--- src/aopt_pkg.sv ---
// Shared types and constants for the auto-off power timer.
// No dependencies; imported by every module of the block.
`timescale 1ns / 1ps

package aopt_pkg;

	localparam int MS_PER_SECOND = 1000;
	localparam int MS_W          = 10;
	localparam int SEC_W         = 16;
	localparam int DLY_W         = MS_W + 1;
	localparam int CFG_IDX_W     = 2;
	localparam int CFG_DATA_W    = 16;

	localparam logic [MS_W-1:0]  DEBOUNCE_MS_RST  = MS_W'(50);
	localparam logic [SEC_W-1:0] WARN_SECONDS_RST = SEC_W'(25 * 60);
	localparam logic [SEC_W-1:0] OFF_SECONDS_RST  = SEC_W'(30 * 60);

	typedef enum logic [CFG_IDX_W-1:0] {
		CFG_DEBOUNCE_MS  = 2'd0,
		CFG_WARN_SECONDS = 2'd1,
		CFG_OFF_SECONDS  = 2'd2
	} aopt_cfg_idx_t;

	typedef struct packed {
		logic [MS_W-1:0]  debounce_ms;
		logic [SEC_W-1:0] warn_seconds;
		logic [SEC_W-1:0] off_seconds;
	} aopt_cfg_t;

	typedef struct packed {
		logic press_seen;
		logic warn_on;
		logic power_on;
	} aopt_result_t;

endpackage

--- src/auto_off_power_timer.sv ---
// Top level of the auto-off power timer: stream ports, input and result registers.
// Depends on aopt_pkg, aopt_cfg and aopt_core.
`timescale 1ns / 1ps

// One input transfer is one millisecond tick carrying the raw button level;
// each tick yields exactly one result transfer with the power switch, the
// warning light and a press flag. A tick can be taken every clock cycle while
// the output side is not stalled: it lands in an input register, the step
// logic runs in one pass, and the result is held in an output register until
// the output side takes it. cfg_ready is always high; a write to index 3 is
// ignored. Write configuration only while no tick is in flight.
module auto_off_power_timer (
	input  logic                            clk,
	input  logic                            arst_n,
	input  logic                            s_axis_tvalid,
	output logic                            s_axis_tready,
	input  logic [7:0]                      s_axis_tdata,  // [0] button_down
	output logic                            m_axis_tvalid,
	input  logic                            m_axis_tready,
	output logic [7:0]                      m_axis_tdata,  // [0] power_on, [1] warn_on,
	                                                       // [2] press_seen
	input  logic                            cfg_valid,
	output logic                            cfg_ready,
	input  logic [aopt_pkg::CFG_IDX_W-1:0]  cfg_index,
	input  logic [aopt_pkg::CFG_DATA_W-1:0] cfg_data
);
	import aopt_pkg::*;

	aopt_cfg_t    cfg;
	aopt_result_t res, res_q;
	logic         valid_s1, level_s1, out_valid_q, advance;

	assign advance       = valid_s1 && (!out_valid_q || m_axis_tready);
	assign s_axis_tready = !valid_s1 || advance;
	assign m_axis_tvalid = out_valid_q;
	assign m_axis_tdata  = {5'b0, res_q.press_seen, res_q.warn_on, res_q.power_on};

	aopt_cfg u_cfg (
		.clk       (clk),
		.arst_n    (arst_n),
		.cfg_valid (cfg_valid),
		.cfg_ready (cfg_ready),
		.cfg_index (cfg_index),
		.cfg_data  (cfg_data),
		.cfg       (cfg)
	);

	aopt_core u_core (
		.clk    (clk),
		.arst_n (arst_n),
		.step   (advance),
		.level  (level_s1),
		.cfg    (cfg),
		.res    (res)
	);

	always_ff @(posedge clk or negedge arst_n) begin
		if (!arst_n) begin
			valid_s1 <= 1'b0;
		end else if (s_axis_tready) begin
			valid_s1 <= s_axis_tvalid;
		end
	end

	always_ff @(posedge clk) begin
		if (s_axis_tvalid && s_axis_tready)
			level_s1 <= s_axis_tdata[0];
	end

	always_ff @(posedge clk or negedge arst_n) begin
		if (!arst_n) begin
			out_valid_q <= 1'b0;
		end else if (advance) begin
			out_valid_q <= 1'b1;
		end else if (m_axis_tready) begin
			out_valid_q <= 1'b0;
		end
	end

	always_ff @(posedge clk) begin
		if (advance)
			res_q <= res;
	end

endmodule

--- src/aopt_cfg.sv ---
// Configuration register file for the auto-off power timer.
// Depends on aopt_pkg.
`timescale 1ns / 1ps

module aopt_cfg (
	input  logic                              clk,
	input  logic                              arst_n,
	input  logic                              cfg_valid,
	output logic                              cfg_ready,
	input  logic [aopt_pkg::CFG_IDX_W-1:0]    cfg_index,
	input  logic [aopt_pkg::CFG_DATA_W-1:0]   cfg_data,
	output aopt_pkg::aopt_cfg_t               cfg
);
	import aopt_pkg::*;

	aopt_cfg_t cfg_q;

	assign cfg_ready = 1'b1;
	assign cfg       = cfg_q;

	always_ff @(posedge clk or negedge arst_n) begin
		if (!arst_n) begin
			cfg_q.debounce_ms  <= DEBOUNCE_MS_RST;
			cfg_q.warn_seconds <= WARN_SECONDS_RST;
			cfg_q.off_seconds  <= OFF_SECONDS_RST;
		end else if (cfg_valid) begin
			unique case (cfg_index)
				CFG_DEBOUNCE_MS:  cfg_q.debounce_ms  <= cfg_data[MS_W-1:0];
				CFG_WARN_SECONDS: cfg_q.warn_seconds <= cfg_data[SEC_W-1:0];
				CFG_OFF_SECONDS:  cfg_q.off_seconds  <= cfg_data[SEC_W-1:0];
				default: ;
			endcase
		end
	end

endmodule

--- src/aopt_core.sv ---
// Timer state and single-pass step logic: timebase, debounce, press and timeout.
// Depends on aopt_pkg; configuration comes from aopt_cfg.
`timescale 1ns / 1ps

module aopt_core (
	input  logic                   clk,
	input  logic                   arst_n,
	input  logic                   step,
	input  logic                   level,
	input  aopt_pkg::aopt_cfg_t    cfg,
	output aopt_pkg::aopt_result_t res
);
	import aopt_pkg::*;

	logic [MS_W-1:0]  ms_q, ms_plus, ms_d, dbs_q, dbs_d;
	logic [SEC_W-1:0] sec_q, sec_d, start_q, start_d, elapsed;
	logic             stable_q, stable_d, deb_q, deb_d;
	logic             power_q, power_d, warn_q, warn_d;
	logic             ms_wrap, changed, press;
	logic [DLY_W-1:0] delay;

	always_comb begin
		ms_plus = ms_q + MS_W'(1);
		ms_wrap = ms_plus >= MS_W'(MS_PER_SECOND);
		ms_d    = ms_wrap ? '0 : ms_plus;
		sec_d   = sec_q + SEC_W'(ms_wrap);

		changed  = level != stable_q;
		stable_d = level;
		dbs_d    = dbs_q;
		deb_d    = deb_q;
		press    = 1'b0;
		if (ms_d >= dbs_q)
			delay = {1'b0, ms_d} - {1'b0, dbs_q};
		else
			delay = {1'b0, ms_d} + DLY_W'(MS_PER_SECOND) - {1'b0, dbs_q};
		if (changed) begin
			dbs_d = ms_d;
			deb_d = 1'b1;
		end else if (deb_q && delay >= {1'b0, cfg.debounce_ms}) begin
			deb_d = 1'b0;
			press = level;
		end

		power_d = power_q;
		warn_d  = warn_q;
		start_d = start_q;
		elapsed = sec_d - start_q;
		if (press) begin
			if (!power_q) begin
				start_d = sec_d;
				power_d = 1'b1;
			end else if (warn_q) begin
				start_d = sec_d;
				warn_d  = 1'b0;
			end else begin
				power_d = 1'b0;
				warn_d  = 1'b0;
			end
		end else if (power_q) begin
			if (elapsed >= cfg.off_seconds) begin
				power_d = 1'b0;
				warn_d  = 1'b0;
			end else if (!warn_q && elapsed >= cfg.warn_seconds) begin
				warn_d = 1'b1;
			end
		end

		res.power_on   = power_d;
		res.warn_on    = warn_d;
		res.press_seen = press;
	end

	always_ff @(posedge clk or negedge arst_n) begin
		if (!arst_n) begin
			ms_q     <= '0;
			sec_q    <= '0;
			stable_q <= 1'b0;
			dbs_q    <= '0;
			deb_q    <= 1'b0;
			power_q  <= 1'b0;
			warn_q   <= 1'b0;
			start_q  <= '0;
		end else if (step) begin
			ms_q     <= ms_d;
			sec_q    <= sec_d;
			stable_q <= stable_d;
			dbs_q    <= dbs_d;
			deb_q    <= deb_d;
			power_q  <= power_d;
			warn_q   <= warn_d;
			start_q  <= start_d;
		end
	end

`ifndef SYNTHESIS
	a_warn_needs_power: assert property (@(posedge clk) disable iff (!arst_n)
		warn_q |-> power_q)
		else $error("warn lit while power is off");
	a_ms_in_range: assert property (@(posedge clk) disable iff (!arst_n)
		ms_q < MS_W'(MS_PER_SECOND))
		else $error("millisecond count out of range");
	a_hold_when_idle: assert property (@(posedge clk) disable iff (!arst_n)
		!step |=> $stable(ms_q) && $stable(sec_q) && $stable(power_q))
		else $error("timer state moved without a tick");
	a_press_toggles: assert property (@(posedge clk) disable iff (!arst_n)
		step && press && !power_q |=> power_q && !warn_q)
		else $error("press with power off did not turn power on");
`endif

endmodule
--- config.mk ---
export PLATFORM = sky130hd
export DESIGN_NAME = auto_off_power_timer
export DESIGN_NICKNAME = d
export VERILOG_FILES = /design/src/aopt_pkg.sv /design/src/auto_off_power_timer.sv /design/src/aopt_cfg.sv /design/src/aopt_core.sv
export SDC_FILE = /design/constraint.sdc
export NUM_CORES = 1
export LEC_CHECK = 0
export ABC_CLOCK_PERIOD_IN_PS = 5500
export BUFFER_PORTS_ARGS = -buffer_cell sky130_fd_sc_hd__buf_2
export CORE_ASPECT_RATIO = 0.9
export CORE_UTILIZATION = 45
export CTS_BUF_LIST = sky130_fd_sc_hd__clkbuf_4 sky130_fd_sc_hd__clkbuf_8
export DETAILED_ROUTE_END_ITERATION = 10
export SYNTH_ARGS = -nofsm -noshare
export SYNTH_HDL_FRONTEND = slang
export SYNTH_SLANG_ARGS = --single-unit
--- constraint.sdc ---
create_clock -name clk -period 5.5 [get_ports clk]
set_clock_uncertainty 0.05 [all_clocks]
set_input_delay 1.1 -clock clk [delete_from_list [all_inputs] [get_ports clk]]
set_output_delay 1.1 -clock clk [all_outputs]
set_load 0.005 [all_outputs]
# Yosys cells after proc, flatten, opt, wreduce, memory -nomap -nowiden
# Index checks and enable logic that the tools add are counted.
dict set report word_totals {
  in_bits 31
  wordCells 70
  output_inout_bits 11
  regBits 104
}
dict set report op_classes {
  reduce_logical 18
  magnitude_cmp 5
  eq_ne 4
  add_sub_neg 6
  n_mux 20
}
# cell count
set ops {}
lappend ops {{$ge A16 B16 Y1} 2}
lappend ops {{$mux W16} 2}
lappend ops {{$add A16 B1 Y16} 1}
lappend ops {{$mux W1} 16}
lappend ops {{$sub A16 B16 Y16} 1}
lappend ops {{$add A10 B10 Y11 const B} 1}
lappend ops {{$ge A11 B10 Y1} 1}
lappend ops {{$mux W11} 1}
lappend ops {{$sub A10 B10 Y11} 1}
lappend ops {{$sub A11 B10 Y11} 1}
lappend ops {{$add A10 B1 Y10 const B} 1}
lappend ops {{$ge A10 B10 Y1} 1}
lappend ops {{$ge A10 B10 Y1 const B} 1}
lappend ops {{$mux W10} 1}
lappend ops {{$reduce_and A2 Y1} 5}
lappend ops {{$logic_and A1 B1 Y1} 4}
lappend ops {{$reduce_bool A2 Y1} 2}
lappend ops {{$logic_not A1 Y1} 3}
lappend ops {{$reduce_and A3 Y1} 1}
lappend ops {{$eq A2 B1 Y1 const B} 1}
lappend ops {{$eq A2 B2 Y1 const B} 1}
lappend ops {{$logic_not A2 Y1} 1}
lappend ops {{$logic_or A1 B1 Y1} 2}
lappend ops {{$ne A2 B2 Y1 const B} 1}
lappend ops {{$ne A1 B1 Y1} 1}

# Logic depth before layout (Yosys ltp)
dict set report logic_depth {
  ltp_word 11
  mapped_depth 28
  ltp_nobuf 28
}

# By module
# From an unflattened synthesis, not the netlist that was laid out.
dict set report unflattened {
  hier_cells 796
  hier_area_um2 7742.4
}
# mod instances seq_area_each_um2 cells_per_inst area_each_um2
set by_module_without_submodules {}
lappend by_module_without_submodules {aopt_core 1 1401.3 686 5763.0}
lappend by_module_without_submodules {aopt_cfg 1 1068.5 92 1714.1}
lappend by_module_without_submodules {auto_off_power_timer 1 170.2 18 265.3}

# Least setup slack after synthesis
# Ideal clock, no wire load.
dict set report synth_timing {
  path_kind {register -> register}
  from {register u_core.ms_q[0]}
  to {register u_core.warn_q}
  path_stages_with_launch 28
  setup_time_ns 0.083
  arrival_ns 5.366
  setup_slack_ns 0.001
  n_path_buf 0
  required_time_ns 5.367
  synth_period_minus_slack_ns 5.499
  path_cell_list {dfrtp_1 -> ha_1 -> and3_1 -> xnor2_1 -> nor3_2 -> nand2b_2 -> inv_2 -> ha_1 -> ha_1 -> nand3_1 -> nor2_1 -> nand3_1 -> xnor2_1 -> ha_1 -> a21o_1 -> a21oi_1 -> o21a_1 -> a31oi_1 -> or4_1 -> nand4_1 -> ha_1 -> nand2_1 -> nor2_1 -> a211o_1 -> a21oi_1 -> o21ai_0 -> or3_1 -> o21ai_0}
}
dict set report synth_via {
  elab_cells_between_ends 21
  classes_between {6 x add/sub; 5 x order compare; 8 x mux; 2 x reduce/logical}
}
# element line_no
set synth_rtl {}
lappend synth_rtl {{start, declared} aopt_core.sv:15} ;# logic [MS_W-1:0] ms_q, ms_plus, ms_d, dbs_q, dbs_d;
lappend synth_rtl {{start signal, assigned} aopt_core.sv:85} ;# ms_q <= ms_d;
lappend synth_rtl {{$add A10 B1 Y10 (*)} aopt_core.sv:23} ;# ms_plus = ms_q + MS_W'(1);
lappend synth_rtl {{$ge A10 B10 Y1 (*)} aopt_core.sv:24} ;# ms_wrap = ms_plus >= MS_W'(MS_PER_SECOND);
lappend synth_rtl {{$add A16 B1 Y16 (*)} aopt_core.sv:26} ;# sec_d = sec_q + SEC_W'(ms_wrap);
lappend synth_rtl {{net u_core.sec_d[8]} aopt_core.sv:16} ;# logic [SEC_W-1:0] sec_q, sec_d, start_q, start_d, elapsed;
lappend synth_rtl {{$sub A16 B16 Y16 (*)} aopt_core.sv:48} ;# elapsed = sec_d - start_q;
lappend synth_rtl {{$ge A16 B16 Y1} aopt_core.sv:64} ;# end else if (!warn_q && elapsed >= cfg.warn_seconds) begin
lappend synth_rtl {{$logic_and A1 B1 Y1} aopt_core.sv:64}
lappend synth_rtl {{$mux W1} aopt_core.sv:64}
lappend synth_rtl {{$mux W1 (*)} aopt_core.sv:61} ;# if (elapsed >= cfg.off_seconds) begin
lappend synth_rtl {{$mux W1 (*)} aopt_core.sv:60} ;# end else if (power_q) begin
lappend synth_rtl {{$mux W1 (*)} aopt_core.sv:49} ;# if (press) begin
lappend synth_rtl {{end signal, assigned} aopt_core.sv:91} ;# warn_q <= warn_d;
lappend synth_rtl {{end, declared} aopt_core.sv:18} ;# logic power_q, power_d, warn_q, warn_d;
# Mark *: on every way through the listed nets, which the timed path passes. The rest lies on a longest branch.
# A chain may end at the register's enable or synchronous reset.

# Worst setup path in the final report
dict set report layout_timing {
  from {register u_core.ms_q[0]}
  to {register u_core.start_q[11]}
}
dict set report layout_via {
  elab_chain_cells 11
  elab_cells_between_ends 16
  classes_between {5 x add/sub; 3 x order compare; 6 x mux; 2 x reduce/logical}
}
# element line_no
set layout_lines {}
lappend layout_lines {{$add A10 B1 Y10 (*)} aopt_core.sv:23}
lappend layout_lines {{$ge A10 B10 Y1} aopt_core.sv:24}
lappend layout_lines {{$mux W10 (*)} aopt_core.sv:25} ;# ms_d = ms_wrap ? '0 : ms_plus;
lappend layout_lines {{net u_core.ms_d[4]} aopt_core.sv:15}
lappend layout_lines {{$add A10 B10 Y11} aopt_core.sv:36} ;# delay = {1'b0, ms_d} + DLY_W'(MS_PER_SECOND) - {1'b0, dbs_q};
lappend layout_lines {{$sub A11 B10 Y11} aopt_core.sv:36}
lappend layout_lines {{$mux W11 (*)} aopt_core.sv:33} ;# if (ms_d >= dbs_q)
lappend layout_lines {{$ge A11 B10 Y1 (*)} aopt_core.sv:40} ;# end else if (deb_q && delay >= {1'b0, cfg.debounce_ms}) begin
lappend layout_lines {{$logic_and A1 B1 Y1 (*)} aopt_core.sv:40}
lappend layout_lines {{$mux W1 (*)} aopt_core.sv:40}
lappend layout_lines {{$mux W1 (*)} aopt_core.sv:37} ;# if (changed) begin
lappend layout_lines {{$reduce_and A3 Y1 (no source line) (*)} n/a}
lappend layout_lines {{end signal, assigned} aopt_core.sv:92} ;# start_q <= start_d;
lappend layout_lines {{end, declared} aopt_core.sv:16}
# Mark *: on every way through the listed nets, which the timed path passes. The rest lies on a longest branch. The select of a mux whose other input is x is not followed.

==> flow_metrics.py <==
metrics = {
    "sta": {
        "maxSlewViolCount": 0,
        "fin_setup_tns_ns": 0,
        "period_minus_slack_ns": 5.38,
        "worstMarginPinSlew_ns": 0.897,
        "grt_setup_unrepaired": "true",
        "setup_viol": 0,
        "max_freq_mhz": 186,
        "finalHoldViolations": 0,
        "max-slew-margin-rel_pct": 40.0,
        "period_share_pct": 97.8,
    },
    "critical_path": {
        "critPathMaxStageDelay_ns": 0.48,
        "crit_required_ns": 5.73,
        "critPathKind": "register to register",
        "crit_family": "compound AO/OA/AOI/OAI gates",
        "rr_startpoint": "u_core.ms_q[0]",
        "rrSetupSlack_ns": 0.12,
        "crit_top_cell": "buf_6",
        "crit_slowest_cell": "fa_1",
        "critPathMaxFanout": 6,
        "startpoint_type": "register",
        "rr_endpoint": "u_core.start_q[11]",
        "reg2regPathDepth": 27,
        "cp_num_buf_inv": 6,
        "critical_path_arrival_ns": 5.62,
        "crit_path_end_kind": "register",
    },
    "layout": {
        "diodes": 0,
        "postLayoutCellArea_um2": 9130,
        "nNetsFinal": 1013,
        "ff_latch_area_um2": 2640,
        "drive_gt1_share_pct": 31.2,
        "area_growth_pct": 22.7,
        "multi_input_area_um2": 4810,
        "fillerInstances": 1427,
        "instances_no_fill": 1102,
    },
    "hold_path": {
        "min_path_type": "register to register",
        "hold_end": "u_core.dbs_q[1]",
        "hp-start": "u_core.dbs_q[1]",
        "hold_depth": 2,
    },
    "logic_synthesis": {
        "ys_top_cells_by_count": "94 x inv_1, 86 x dfrtp_1, 86 x ha_1",
        "synth_edf_count": 4,
        "synth_cell_types": 64,
        "synth-seq-cells": 104,
        "synth.top_cells.by_area": "dfrtp_1 29%, ha_1 14%, mux2_2 6.4%",
        "synth-async-reset-ratio_pct": 96.2,
        "synth_top_area_share_pct": 28.9,
        "synth_top_flop_cell": "dfrtp_1",
        "postSynthCellCount": 788,
        "ys_seq_area_share_pct": 35.5,
        "yosys_warnings": 0,
        "synth_area_um2": 7440,
        "synthMostInstantiatedCell": "inv_1",
        "synth_area_per_cell_um2": 9.44,
        "synth_top_area_cell": "dfrtp_1",
    },
    "clocking": {
        "cts_num_sinks": 104,
        "cts_buffer_depth": 2,
        "cts_tree": "done",
        "cts.reportedPaths.clkPinSlew_ns": 0.10,
        "cts_max_level": 3,
        "clockRootBuffer": "clkbuf_8",
        "worst_skew_pair.late_latency_ns": 0.40,
        "cts_made_buffers": 9,
        "postCtsHoldBufs": 0,
    },
    "place": {
        "port_buffers": 28,
        "placed_cell_area_um2": 8200,
        "place_inst": 1064,
        "gp_congestion": 0.870,
        "hpwl_mm": 12.0,
    },
    "die": {
        "io_pins": 42,
        "die_width_um": 138,
        "core_um2": 16100,
        "dieArea_um2": 17100,
        "die_h_um": 124,
        "start_util_pct": 46.1,
        "rows": 44,
    },
    "power_and_ir_drop": {
        "pwr-share-clk_pct": 12.6,
        "power.total_mw": 4.72,
        "swShare_pct": 41.1,
        "seqPwrFrac_pct": 20.9,
        "internal_power_mw": 2.78,
        "p_leak_nw": 4.39,
        "p_per_area_nw_per_um2": 517,
        "combPwrFrac_pct": 66.5,
        "power_switching_mw": 1.94,
        "peakVddDrop_mv": 0.532,
    },
    "global_routing": {
        "grt_use_total_pct": 20.1,
        "grt_pass1_vias": 5777,
        "grt_pass1_wl_mm": 26.7,
        "grt_max_degree": 57,
        "grt_overflow": 0,
        "antenna_found_initial": 0,
    },
    "routing": {
        "drt_pass1_iterations": 5,
        "vias": 5769,
        "wire_per_inst_um": 14.9,
        "first_iter_violations": 203,
        "drc": 0,
        "ant_nets": 0,
        "drt_wl_total_mm": 16.4,
        "viasPerCell": 5.24,
    },
    "status": {
        "status": "complete, no violations",
    },
    "flow_run": {
        "maxCapViolations": 0,
    },
}
[state kept, by name, indices dropped and copies added (netlist names)]
| signal | count |
|---|---|
| u_core.power_q | 1 |
| u_cfg.cfg | 42 |
| u_core.ms_q | 10 |
| u_core.sec_q | 16 |
| u_core.dbs_q | 10 |
| m_axis_tvalid | 1 |
| u_core.warn_q | 1 |
| valid_s1 | 1 |
| u_core.start_q | 16 |
| m_axis_tdata | 3 |
| u_core.deb_q | 1 |
| level_s1 | 1 |
| u_core.stable_q | 1 |
[cells by family after synthesis]
kind of cell | synth area share [%]
fa+ha+maj | 16.1
xor+xnor | 6.83
buf+inv | 6.37
other cells | 0.101
compound gates | 12.4
mux | 8.64
flops | 35.5
simple gates | 14.1
[how the worst max path moves through the flow]
stage                          to            from  slack [ns]  cells past startpoint
3_5_place_dp        u_core.warn_q  u_core.ms_q[0]       -0.27                     28
3_3_place_gp   u_core.start_q[10]  u_core.ms_q[0]        -0.1                     27
2_1_floorplan       u_core.warn_q  u_core.ms_q[0]       0.001                     27
5_1_grt         u_core.start_q[0]  u_core.ms_q[1]       -0.19                     29
6_report       u_core.start_q[11]  u_core.ms_q[0]        0.12                     27
4_1_cts           m_axis_tdata[1]  u_core.ms_q[0]       -0.04                     26
[layout by cell type, fill, tap and decap left out, types with 7 or more instances in the layout]
cell type,n
nor2b_1,10
clkbuf_8,9
mux2_2,37
nand2b_1,11
nor3_1,8
nand4_1,8
buf_4,72
xnor2_1,30
buf_2,27
xor2_1,20
ha_1,75
o21ai_0,49
nand2_1,75
buf_6,7
ha_4,9
a21oi_1,22
dfstp_2,14
o21a_1,9
nor2_1,34
nand3_1,16
a21o_1,8
a21oi_2,9
inv_1,88
mux2_4,13
dfrtp_1,83
[final cells by class]
type	count	area share, %
clock buffer	10	1.44
clock inverter	6	1.26
inverter	96	4.00
multi-input combinational	571	52.7
sequential	104	29.0
tap	207	2.84
timing repair buffer	108	8.76
[power by group through the flow]
stage / Combinational (mW) / Sequential (mW) / Clock, mW
2_1_floorplan: 1.88 / 0.971 / 0
3_3_place_gp: 2.54 / 0.985 / 0
3_5_place_dp: 2.61 / 0.992 / 0
4_1_cts: 2.74 / 0.977 / 0.610
5_1_grt: 3.50 / 1.00 / 0.642
6_report: 3.14 / 0.988 / 0.595
[per-stage QoR]
step                worst slack [ns]  hold slack [ns]  util (%)
floorplan                    0.00140            0.400         -
global placement             -0.0954            0.419      50.8
detailed placement            -0.270            0.423      50.8
CTS                          -0.0425            0.445      53.1
global route                  -0.186            0.475      56.6
finish                         0.119            0.439      56.6
[timing repair]
action | in CTS | in global routing
pin swaps | 6 | 46
setup endpoints to repair | 21 | 21
buffers inserted | 3 | 18
cloned | 1 | 1
gates resized for setup | 16 | 99
[worst reg2reg max path, cell delays in order, from the launching register on]
cell	delay (ns)
dfrtp_2	0.46
and3_4	0.21
or3_1	0.31
o211ai_1	0.19
nor3_4	0.08
nand2b_4	0.12
inv_4	0.05
buf_6	0.13
a21oi_4	0.15
ha_2	0.22
inv_2	0.06
fa_1	0.48
buf_6	0.14
nor2b_1	0.13
o21a_1	0.20
nor2_2	0.13
xor2_1	0.16
mux2i_1	0.11
ha_2	0.20
a211oi_2	0.25
o21a_1	0.17
o21ai_2	0.06
a31oi_2	0.24
nand2_2	0.13
o211ai_4	0.29
buf_6	0.15
buf_12	0.11
mux2_4	0.30
[metal layers]
metal  up-vias  routed length, um  track usage [%]
li1       2884                  -                -
met4         0                240             5.43
met3        18                313             4.03
met5         -                  0                0
met2        47               8590             36.0
met1      2820               7270             24.4
No activity file was read; power rests on OpenSTA's default activity.
